## config.mk

```make
export PLATFORM = sky130hd
export DESIGN_NAME = array_binary_tree_table
export DESIGN_NICKNAME = d
export VERILOG_FILES = /design/src/hdl/abtt_pkg.sv /design/src/hdl/abtt_ram.sv /design/src/hdl/array_binary_tree_table.sv
export SDC_FILE = /design/constraint.sdc
export NUM_CORES = 2
export LEC_CHECK = 0
export ABC_CLOCK_PERIOD_IN_PS = 11600
export BUFFER_PORTS_ARGS = -buffer_cell sky130_fd_sc_hd__buf_2
export CAP_MARGIN = 5
export CORE_MARGIN = 1.5
export CORE_UTILIZATION = 40
export CTS_CLUSTER_DIAMETER = 40
export DETAILED_ROUTE_END_ITERATION = 10
export REMOVE_ABC_BUFFERS = 1
export SYNTH_ARGS = -nofsm -noshare
export SYNTH_HDL_FRONTEND = slang
export SYNTH_SLANG_ARGS = --single-unit
export TNS_END_PERCENT = 10
```

## constraint.sdc

```tcl
create_clock -name clk -period 11.6 [get_ports clk]
set_clock_uncertainty 0.1 [all_clocks]
set_input_delay 0.58 -clock clk [delete_from_list [all_inputs] [get_ports clk]]
set_output_delay 0.58 -clock clk [all_outputs]
set_load 0.02 [all_outputs]
```

## src/hdl/abtt_pkg.sv

```systemverilog
// Package for the array binary tree table: state encoding and field codes.
// No dependencies; used by array_binary_tree_table.
package abtt_pkg;

  typedef enum logic [3:0] {
    ST_IDLE,
    ST_SEARCH,
    ST_LINK_WR,
    ST_NODE_WR,
    ST_LINK_RD,
    ST_KEY_L,
    ST_KEY_R,
    ST_KEY_DONE,
    ST_RESULT
  } state_t;

  localparam logic       OP_INSERT  = 1'b0;
  localparam logic       OP_QUERY   = 1'b1;

  localparam logic [1:0] SIDE_LEFT  = 2'd0;
  localparam logic [1:0] SIDE_RIGHT = 2'd1;
  localparam logic [1:0] SIDE_ROOT  = 2'd2;

  localparam logic [1:0] STAT_OK    = 2'd0;
  localparam logic [1:0] STAT_MISS  = 2'd1;
  localparam logic [1:0] STAT_FULL  = 2'd2;

endpackage

```

## src/hdl/abtt_ram.sv

```systemverilog
// Generic single-write, single-read RAM with registered read data.
// No dependencies; instanced by array_binary_tree_table.
module abtt_ram #(
  parameter int WIDTH = 8,
  parameter int DEPTH = 128
) (
  input  logic                     clk,
  input  logic                     we,
  input  logic [$clog2(DEPTH)-1:0] waddr,
  input  logic [WIDTH-1:0]         wdata,
  input  logic [$clog2(DEPTH)-1:0] raddr,
  output logic [WIDTH-1:0]         rdata
);

  logic [WIDTH-1:0] mem [DEPTH];

  always_ff @(posedge clk) begin
    if (we) begin
      mem[waddr] <= wdata;
    end
    rdata <= mem[raddr];
  end

endmodule

```

## src/hdl/array_binary_tree_table.sv

```systemverilog
// Array binary tree table top level: node table in three RAMs, linear key search.
// Depends on abtt_pkg and abtt_ram.
//
//   channel | ports                                               | dir
//   --------+-----------------------------------------------------+----
//   request | in_valid in_ready in_op in_node_key in_parent_key   | in
//           | in_side                                             |
//   result  | out_valid out_ready out_status out_slot             | out
//           | out_left_present out_left_key out_right_present     |
//           | out_right_key                                       |
//
// One request at a time. The key search reads one stored key per cycle through
// the key RAM read port, from entry 0 up; a miss reads every stored node, and an
// empty table misses at once. Insert: search, then link write and node write;
// root insert goes straight to node write; full table or unknown side skips to
// result. Query: search, then link read and the left and right key reads.
// Reset clears the node count; RAMs need no clearing. in_ready is low from accept
// until the result is taken; out_ready may stall.
module array_binary_tree_table #(
  parameter int MAX_NODES = 128
) (
  input  logic       clk,
  input  logic       rst_n,
  input  logic       in_valid,
  output logic       in_ready,
  input  logic       in_op,
  input  logic [7:0] in_node_key,
  input  logic [7:0] in_parent_key,
  input  logic [1:0] in_side,
  output logic       out_valid,
  input  logic       out_ready,
  output logic [1:0] out_status,
  output logic [6:0] out_slot,
  output logic       out_left_present,
  output logic [7:0] out_left_key,
  output logic       out_right_present,
  output logic [7:0] out_right_key
);

  localparam int IDX_W = $clog2(MAX_NODES);
  localparam int CNT_W = $clog2(MAX_NODES + 1);
  localparam int LNK_W = IDX_W + 1;

  abtt_pkg::state_t state_r, state_nxt;

  logic             op_r;
  logic [1:0]       side_r;
  logic [7:0]       target_r, target_nxt;
  logic [7:0]       node_key_r;
  logic [CNT_W-1:0] count_r, count_nxt;
  logic [CNT_W-1:0] scan_r, scan_nxt;
  logic             cmp_vld_r, cmp_vld_nxt;
  logic [CNT_W-1:0] cmp_idx_r;
  logic [IDX_W-1:0] hit_idx_r, hit_idx_nxt;
  logic [LNK_W-1:0] rlink_r, rlink_nxt;
  logic             lp_r, lp_nxt;

  logic [1:0]       status_r, status_nxt;
  logic [6:0]       slot_r, slot_nxt;
  logic             lpo_r, lpo_nxt;
  logic [7:0]       lk_r, lk_nxt;
  logic             rpo_r, rpo_nxt;
  logic [7:0]       rk_r, rk_nxt;

  logic             key_we;
  logic [IDX_W-1:0] key_waddr, key_raddr;
  logic [7:0]       key_rdata;
  logic             left_we, right_we;
  logic [IDX_W-1:0] left_waddr, right_waddr;
  logic [LNK_W-1:0] left_wdata, right_wdata, left_rdata, right_rdata;

  logic             in_acc, out_acc, issue, hit, miss, full;

  assign in_ready  = (state_r == abtt_pkg::ST_IDLE);
  assign out_valid = (state_r == abtt_pkg::ST_RESULT);
  assign in_acc    = in_valid && in_ready;
  assign out_acc   = out_valid && out_ready;
  assign issue     = (scan_r < count_r);
  assign hit       = cmp_vld_r && (key_rdata == target_r);
  assign miss      = !cmp_vld_r && !issue;
  assign full      = (count_r >= CNT_W'(MAX_NODES));

  assign out_status        = status_r;
  assign out_slot          = slot_r;
  assign out_left_present  = lpo_r;
  assign out_left_key      = lk_r;
  assign out_right_present = rpo_r;
  assign out_right_key     = rk_r;

  abtt_ram #(.WIDTH(8), .DEPTH(MAX_NODES)) u_key_ram (
    .clk(clk), .we(key_we), .waddr(key_waddr), .wdata(node_key_r),
    .raddr(key_raddr), .rdata(key_rdata)
  );

  abtt_ram #(.WIDTH(LNK_W), .DEPTH(MAX_NODES)) u_left_ram (
    .clk(clk), .we(left_we), .waddr(left_waddr), .wdata(left_wdata),
    .raddr(hit_idx_r), .rdata(left_rdata)
  );

  abtt_ram #(.WIDTH(LNK_W), .DEPTH(MAX_NODES)) u_right_ram (
    .clk(clk), .we(right_we), .waddr(right_waddr), .wdata(right_wdata),
    .raddr(hit_idx_r), .rdata(right_rdata)
  );

  always_comb begin
    state_nxt = state_r;
    case (state_r)
      abtt_pkg::ST_IDLE: begin
        if (in_acc) begin
          if (in_op == abtt_pkg::OP_QUERY) begin
            state_nxt = abtt_pkg::ST_SEARCH;
          end else if (!(in_side inside {abtt_pkg::SIDE_LEFT, abtt_pkg::SIDE_RIGHT,
                                         abtt_pkg::SIDE_ROOT}) || full) begin
            state_nxt = abtt_pkg::ST_RESULT;
          end else if (in_side == abtt_pkg::SIDE_ROOT) begin
            state_nxt = abtt_pkg::ST_NODE_WR;
          end else begin
            state_nxt = abtt_pkg::ST_SEARCH;
          end
        end
      end
      abtt_pkg::ST_SEARCH: begin
        if (hit) begin
          state_nxt = (op_r == abtt_pkg::OP_QUERY) ? abtt_pkg::ST_LINK_RD
                                                   : abtt_pkg::ST_LINK_WR;
        end else if (miss) begin
          state_nxt = abtt_pkg::ST_RESULT;
        end
      end
      abtt_pkg::ST_LINK_WR:  state_nxt = abtt_pkg::ST_NODE_WR;
      abtt_pkg::ST_NODE_WR:  state_nxt = abtt_pkg::ST_RESULT;
      abtt_pkg::ST_LINK_RD:  state_nxt = abtt_pkg::ST_KEY_L;
      abtt_pkg::ST_KEY_L:    state_nxt = abtt_pkg::ST_KEY_R;
      abtt_pkg::ST_KEY_R:    state_nxt = abtt_pkg::ST_KEY_DONE;
      abtt_pkg::ST_KEY_DONE: state_nxt = abtt_pkg::ST_RESULT;
      abtt_pkg::ST_RESULT: begin
        if (out_acc) begin
          state_nxt = abtt_pkg::ST_IDLE;
        end
      end
      default: state_nxt = abtt_pkg::ST_IDLE;
    endcase
  end

  always_comb begin
    target_nxt  = target_r;
    count_nxt   = count_r;
    scan_nxt    = scan_r;
    cmp_vld_nxt = 1'b0;
    hit_idx_nxt = hit_idx_r;
    rlink_nxt   = rlink_r;
    lp_nxt      = lp_r;
    status_nxt  = status_r;
    slot_nxt    = slot_r;
    lpo_nxt     = lpo_r;
    lk_nxt      = lk_r;
    rpo_nxt     = rpo_r;
    rk_nxt      = rk_r;
    key_we      = 1'b0;
    key_waddr   = count_r[IDX_W-1:0];
    key_raddr   = scan_r[IDX_W-1:0];
    left_we     = 1'b0;
    right_we    = 1'b0;
    left_waddr  = count_r[IDX_W-1:0];
    right_waddr = count_r[IDX_W-1:0];
    left_wdata  = '0;
    right_wdata = '0;
    case (state_r)
      abtt_pkg::ST_IDLE: begin
        if (in_acc) begin
          target_nxt = (in_op == abtt_pkg::OP_QUERY) ? in_node_key : in_parent_key;
          scan_nxt   = '0;
          status_nxt = abtt_pkg::STAT_OK;
          slot_nxt   = '0;
          lpo_nxt    = 1'b0;
          lk_nxt     = '0;
          rpo_nxt    = 1'b0;
          rk_nxt     = '0;
          if (in_op == abtt_pkg::OP_INSERT) begin
            if (!(in_side inside {abtt_pkg::SIDE_LEFT, abtt_pkg::SIDE_RIGHT,
                                  abtt_pkg::SIDE_ROOT})) begin
              status_nxt = abtt_pkg::STAT_MISS;
            end else if (full) begin
              status_nxt = abtt_pkg::STAT_FULL;
            end
          end
        end
      end
      abtt_pkg::ST_SEARCH: begin
        cmp_vld_nxt = issue;
        if (issue) begin
          scan_nxt = scan_r + CNT_W'(1);
        end
        if (hit) begin
          hit_idx_nxt = cmp_idx_r[IDX_W-1:0];
        end else if (miss) begin
          status_nxt = abtt_pkg::STAT_MISS;
        end
      end
      abtt_pkg::ST_LINK_WR: begin
        left_waddr  = hit_idx_r;
        right_waddr = hit_idx_r;
        left_wdata  = {1'b1, count_r[IDX_W-1:0]};
        right_wdata = {1'b1, count_r[IDX_W-1:0]};
        left_we     = (side_r == abtt_pkg::SIDE_LEFT);
        right_we    = (side_r == abtt_pkg::SIDE_RIGHT);
      end
      abtt_pkg::ST_NODE_WR: begin
        key_we    = 1'b1;
        left_we   = 1'b1;
        right_we  = 1'b1;
        slot_nxt  = 7'(count_r);
        count_nxt = count_r + CNT_W'(1);
      end
      abtt_pkg::ST_KEY_L: begin
        key_raddr = left_rdata[IDX_W-1:0];
        rlink_nxt = right_rdata;
        lp_nxt    = left_rdata[IDX_W];
        slot_nxt  = 7'(hit_idx_r);
      end
      abtt_pkg::ST_KEY_R: begin
        key_raddr = rlink_r[IDX_W-1:0];
        lpo_nxt   = lp_r;
        lk_nxt    = lp_r ? key_rdata : 8'd0;
      end
      abtt_pkg::ST_KEY_DONE: begin
        rpo_nxt = rlink_r[IDX_W];
        rk_nxt  = rlink_r[IDX_W] ? key_rdata : 8'd0;
      end
      default: begin
      end
    endcase
  end

  always_ff @(posedge clk) begin
    if (!rst_n) begin
      state_r   <= abtt_pkg::ST_IDLE;
      count_r   <= '0;
      cmp_vld_r <= 1'b0;
    end else begin
      state_r   <= state_nxt;
      count_r   <= count_nxt;
      cmp_vld_r <= cmp_vld_nxt;
    end
  end

  always_ff @(posedge clk) begin
    if (in_acc) begin
      op_r       <= in_op;
      side_r     <= in_side;
      node_key_r <= in_node_key;
    end
    target_r  <= target_nxt;
    scan_r    <= scan_nxt;
    cmp_idx_r <= scan_r;
    hit_idx_r <= hit_idx_nxt;
    rlink_r   <= rlink_nxt;
    lp_r      <= lp_nxt;
    status_r  <= status_nxt;
    slot_r    <= slot_nxt;
    lpo_r     <= lpo_nxt;
    lk_r      <= lk_nxt;
    rpo_r     <= rpo_nxt;
    rk_r      <= rk_nxt;
  end

  a_count_bound: assert property (@(posedge clk) disable iff (!rst_n)
    count_r <= CNT_W'(MAX_NODES))
    else $error("node count above table size");

  a_full_status: assert property (@(posedge clk) disable iff (!rst_n)
    (out_valid && status_r == abtt_pkg::STAT_FULL) |-> full)
    else $error("full status with free slots");

  a_append: assert property (@(posedge clk) disable iff (!rst_n)
    (state_r == abtt_pkg::ST_NODE_WR) |=> (count_r == $past(count_r) + CNT_W'(1)))
    else $error("append did not advance node count");

  a_hit_in_range: assert property (@(posedge clk) disable iff (!rst_n)
    (state_r == abtt_pkg::ST_SEARCH && cmp_vld_r) |-> (cmp_idx_r < count_r))
    else $error("search compared an entry beyond node count");

endmodule
```

==> impl_metrics.ini <==
[timing]
min_period_ps = 5717
relSlewSlack = 0.1515
tightest_slew_ps = 1263
clock.fmax_mhz = 174.9
setup_viol = 0
drv_slew = 0
setup-tns-final_ps = 0
rsz0062_at_grt = false
hold_viol = 0
fin_crit_sh = 0.4929

[clocking]
clk_path_buf_depth = 4
cts-resized-gates = 0
post-cts-setup-buffers = 0
cts.sinks = 3186
numCtsBuffers = 420
clkLatencyLatePin_ps = 940
path_clk_slew_ps = 60
hold_buffers = 19
cts_root_buf = clkbuf_16
cts_tree = built
cts_max_level = 5

[layout]
syn_to_final_growth_pct = 15.59
final_common_cell = edfxtp_1
nets = 6844
fillers = 25740
multi_input_area_um2 = 27670
seq_area_um2 = 95230
drive_above_1_share = 0.2235
layout_common_cells = edfxtp_1 (3142), nand2_1 (785), mux4_2 (672)
final_util = 0.4657

[worst_setup_path]
path_buf_inv = 3
critPathRequiredTime_ps = 12360
startpoint_type = register
critPathMaxFanout = 86
r2r-start = state_r[2]$_SDFFE_PN0P_
arrival_ps = 6470
crit_type = reg2reg
critPathCaptureType = register
crit_path_max_incr_delay_ps = 770
cp_cell_sequence = and4bb_1, a221oi_4, buf_4, nand2_4, buf_4, buf_4, a211oi_1, a31oi_1, o31ai_1, or4_1, o31ai_1, o32a_1
path_common_cell = buf_4
path_delay_family = simple AND/OR/NAND/NOR gates
critical_path.slowest_cell = dfxtp_1
r2r_cells = 12
rr_endpoint = u_key_ram.rdata[2]$_DFF_P_
r2r_slack_ps = 5880

[floorplanning]
rows = 204
die_x_um = 561.2
io_pins = 52
die_area_um2 = 315000
die_y_um = 561.2
core_um2 = 309400
start_util = 0.4029

[logic_synthesis]
synth_xor_area_frac = 0.001476
synth_top_area_frac = 0.7569
yosysWarnings = 0
synth-simple-area-share = 0.05768
synth_top_family_by_area = multiplexers
synth-edff-count = 3142
ys.flop_type = edfxtp_1
postSynthAreaPerCell_um2 = 18.76
synth_compound_gate_area_share = 0.03171
postSynth.asyncResetShare = 0
synth_adder_area_share = 0.001004
netlist_top_cells_area = edfxtp_1 (76%), mux4_2 (12%), nand2_1 (2.4%)
synthCells = 6643
synth_area_um2 = 124600
ys_types = 65
synthMuxAreaShare = 0.1286
ys_ff_latch = 3186
yosysTopAreaCell = edfxtp_1
seq_area_frac_synth = 0.7640

[drt]
drtPass1Iterations = 6
drt-initial-drc-count = 7441
vias = 64430
wl_per_cell_um = 27.62
drc = 0
routed_wl_mm = 311.9
ant_nets = 0
avgViaCountPerCell = 5.706

[min_path]
holdPathEnd = state_r[0]$_SDFFE_PN0P_
hp-start = in_valid
hold_class = in2reg
whs_path_depth = 3

[place]
dp_hpwl_mm = 176.9
place_congestion = 0.8293
port_buffers = 51

[power]
p_leak_nw = 42.18
irDropWorstVdd_mv = 0.2767
power_density_nw_per_um2 = 218.9

[job]
drv_cap = 0

[run_status]
status = finished, final reports clean

[global_routing]
antenna_found_initial = 10
grt.total_usage = 0.1953
gr-total-overflow = 0
grt_pass1_vias = 64320
grt_max_degree = 225
grt_pass1_wl_mm = 455.0
==> cell families after synthesis <==
| group | after synthesis |
|---|---|
| flops | 3186 |
| simple gates | 1683 |
| mux | 758 |
| compound gates | 541 |
| buf+inv | 444 |
| xor+xnor | 21 |
| fa+ha+maj | 10 |
==> Yosys cell counts, drive strengths merged (11+ instances only) <==
master and number:
edfxtp 3142, nand2 805, mux4 672, nor2 439, buf 212, clkbuf 212, nand3 202, a311oi 147
and3 145, a211oi 99, o21ai 79, mux2i 62, a31oi 61, a21oi 59, dfxtp 44, nor3 35
o221ai 30, mux2 24, inv 18, xnor2 15, o31ai 14, nand2b 12, and2 11
==> registers in the layout (all words and copies together), names as in the netlist, 8 cells and up <==
signal,count
u_left_ram.rdata,8
u_left_ram.mem,1024
count_r,8
out_left_key,8
scan_r,8
u_right_ram.rdata,8
u_right_ram.mem,1024
out_right_key,8
target_r,8
u_key_ram.rdata,8
rlink_r,8
node_key_r,8
u_key_ram.mem,1024
==> worst register-to-register path, delay by kind of cell, from the launching register on <==
kind / cells / cell delay (ps)
and+or+nand+nor: 3 / 1980
buffers and inverters: 3 / 1760
AOI/OAI and AO/OA: 6 / 1100
DFF: 1 / 770
==> where the power goes <==
group	total [W]	internal (W)	switching, W	leakage, nW
sequential	0.0132	0.0130	0.000153	26.3
clock	0.0133	0.00816	0.00512	6.95
combinational	0.00510	0.00133	0.00376	8.97
==> cell type report <==
type                       instances  area share
inverter                          20   0.0005732
tap                             4120     0.03578
sequential                      3186      0.6610
clock inverter                   317     0.02655
multi-input combinational       3013      0.1921
clock buffer                     461     0.07480
antenna                            5  0.00008684
timing repair buffer             170    0.009153
==> metal layers <==
layer	wire length (µm)	track usage
met1	131000	0.2782
met4	9814	0.06281
met2	147900	0.3077
met5	0	0
met3	23160	0.03223
==> how the worst max path moves through the flow <==
stage | depth (start not counted) | from | end | slack [ps]
3_5_place_dp | 12 | state_r[2]$_SDFFE_PN0P_ | u_key_ram.rdata[2]$_DFF_P_ | 5940
5_1_grt | 12 | state_r[2]$_SDFFE_PN0P_ | u_key_ram.rdata[2]$_DFF_P_ | 5540
3_3_place_gp | 12 | state_r[2]$_SDFFE_PN0P_ | u_key_ram.rdata[2]$_DFF_P_ | 5980
4_1_cts | 12 | state_r[2]$_SDFFE_PN0P_ | u_key_ram.rdata[2]$_DFF_P_ | 5940
6_report | 12 | state_r[2]$_SDFFE_PN0P_ | u_key_ram.rdata[2]$_DFF_P_ | 5880
2_1_floorplan | 4 | hit_idx_r[0]$_DFFE_PN_ | u_left_ram.rdata[0]$_DFF_P_ | -10090
==> through the flow <==
stage	hold WS, ps	cell area, µm²	power, W	worst slack (ps)	cells
after floorplan	285.5	122800	0.01694	-10090	6219
after global placement	289.7	129300	0.01837	5981	10490
after detailed placement	290.3	129300	0.01840	5945	10490
after CTS	25.19	144000	0.03164	5939	11290
after global routing	76.42	144100	0.03248	5539	11290
final	98.40	144100	0.03154	5883	11290
No activity file was read; power rests on OpenSTA's default activity.
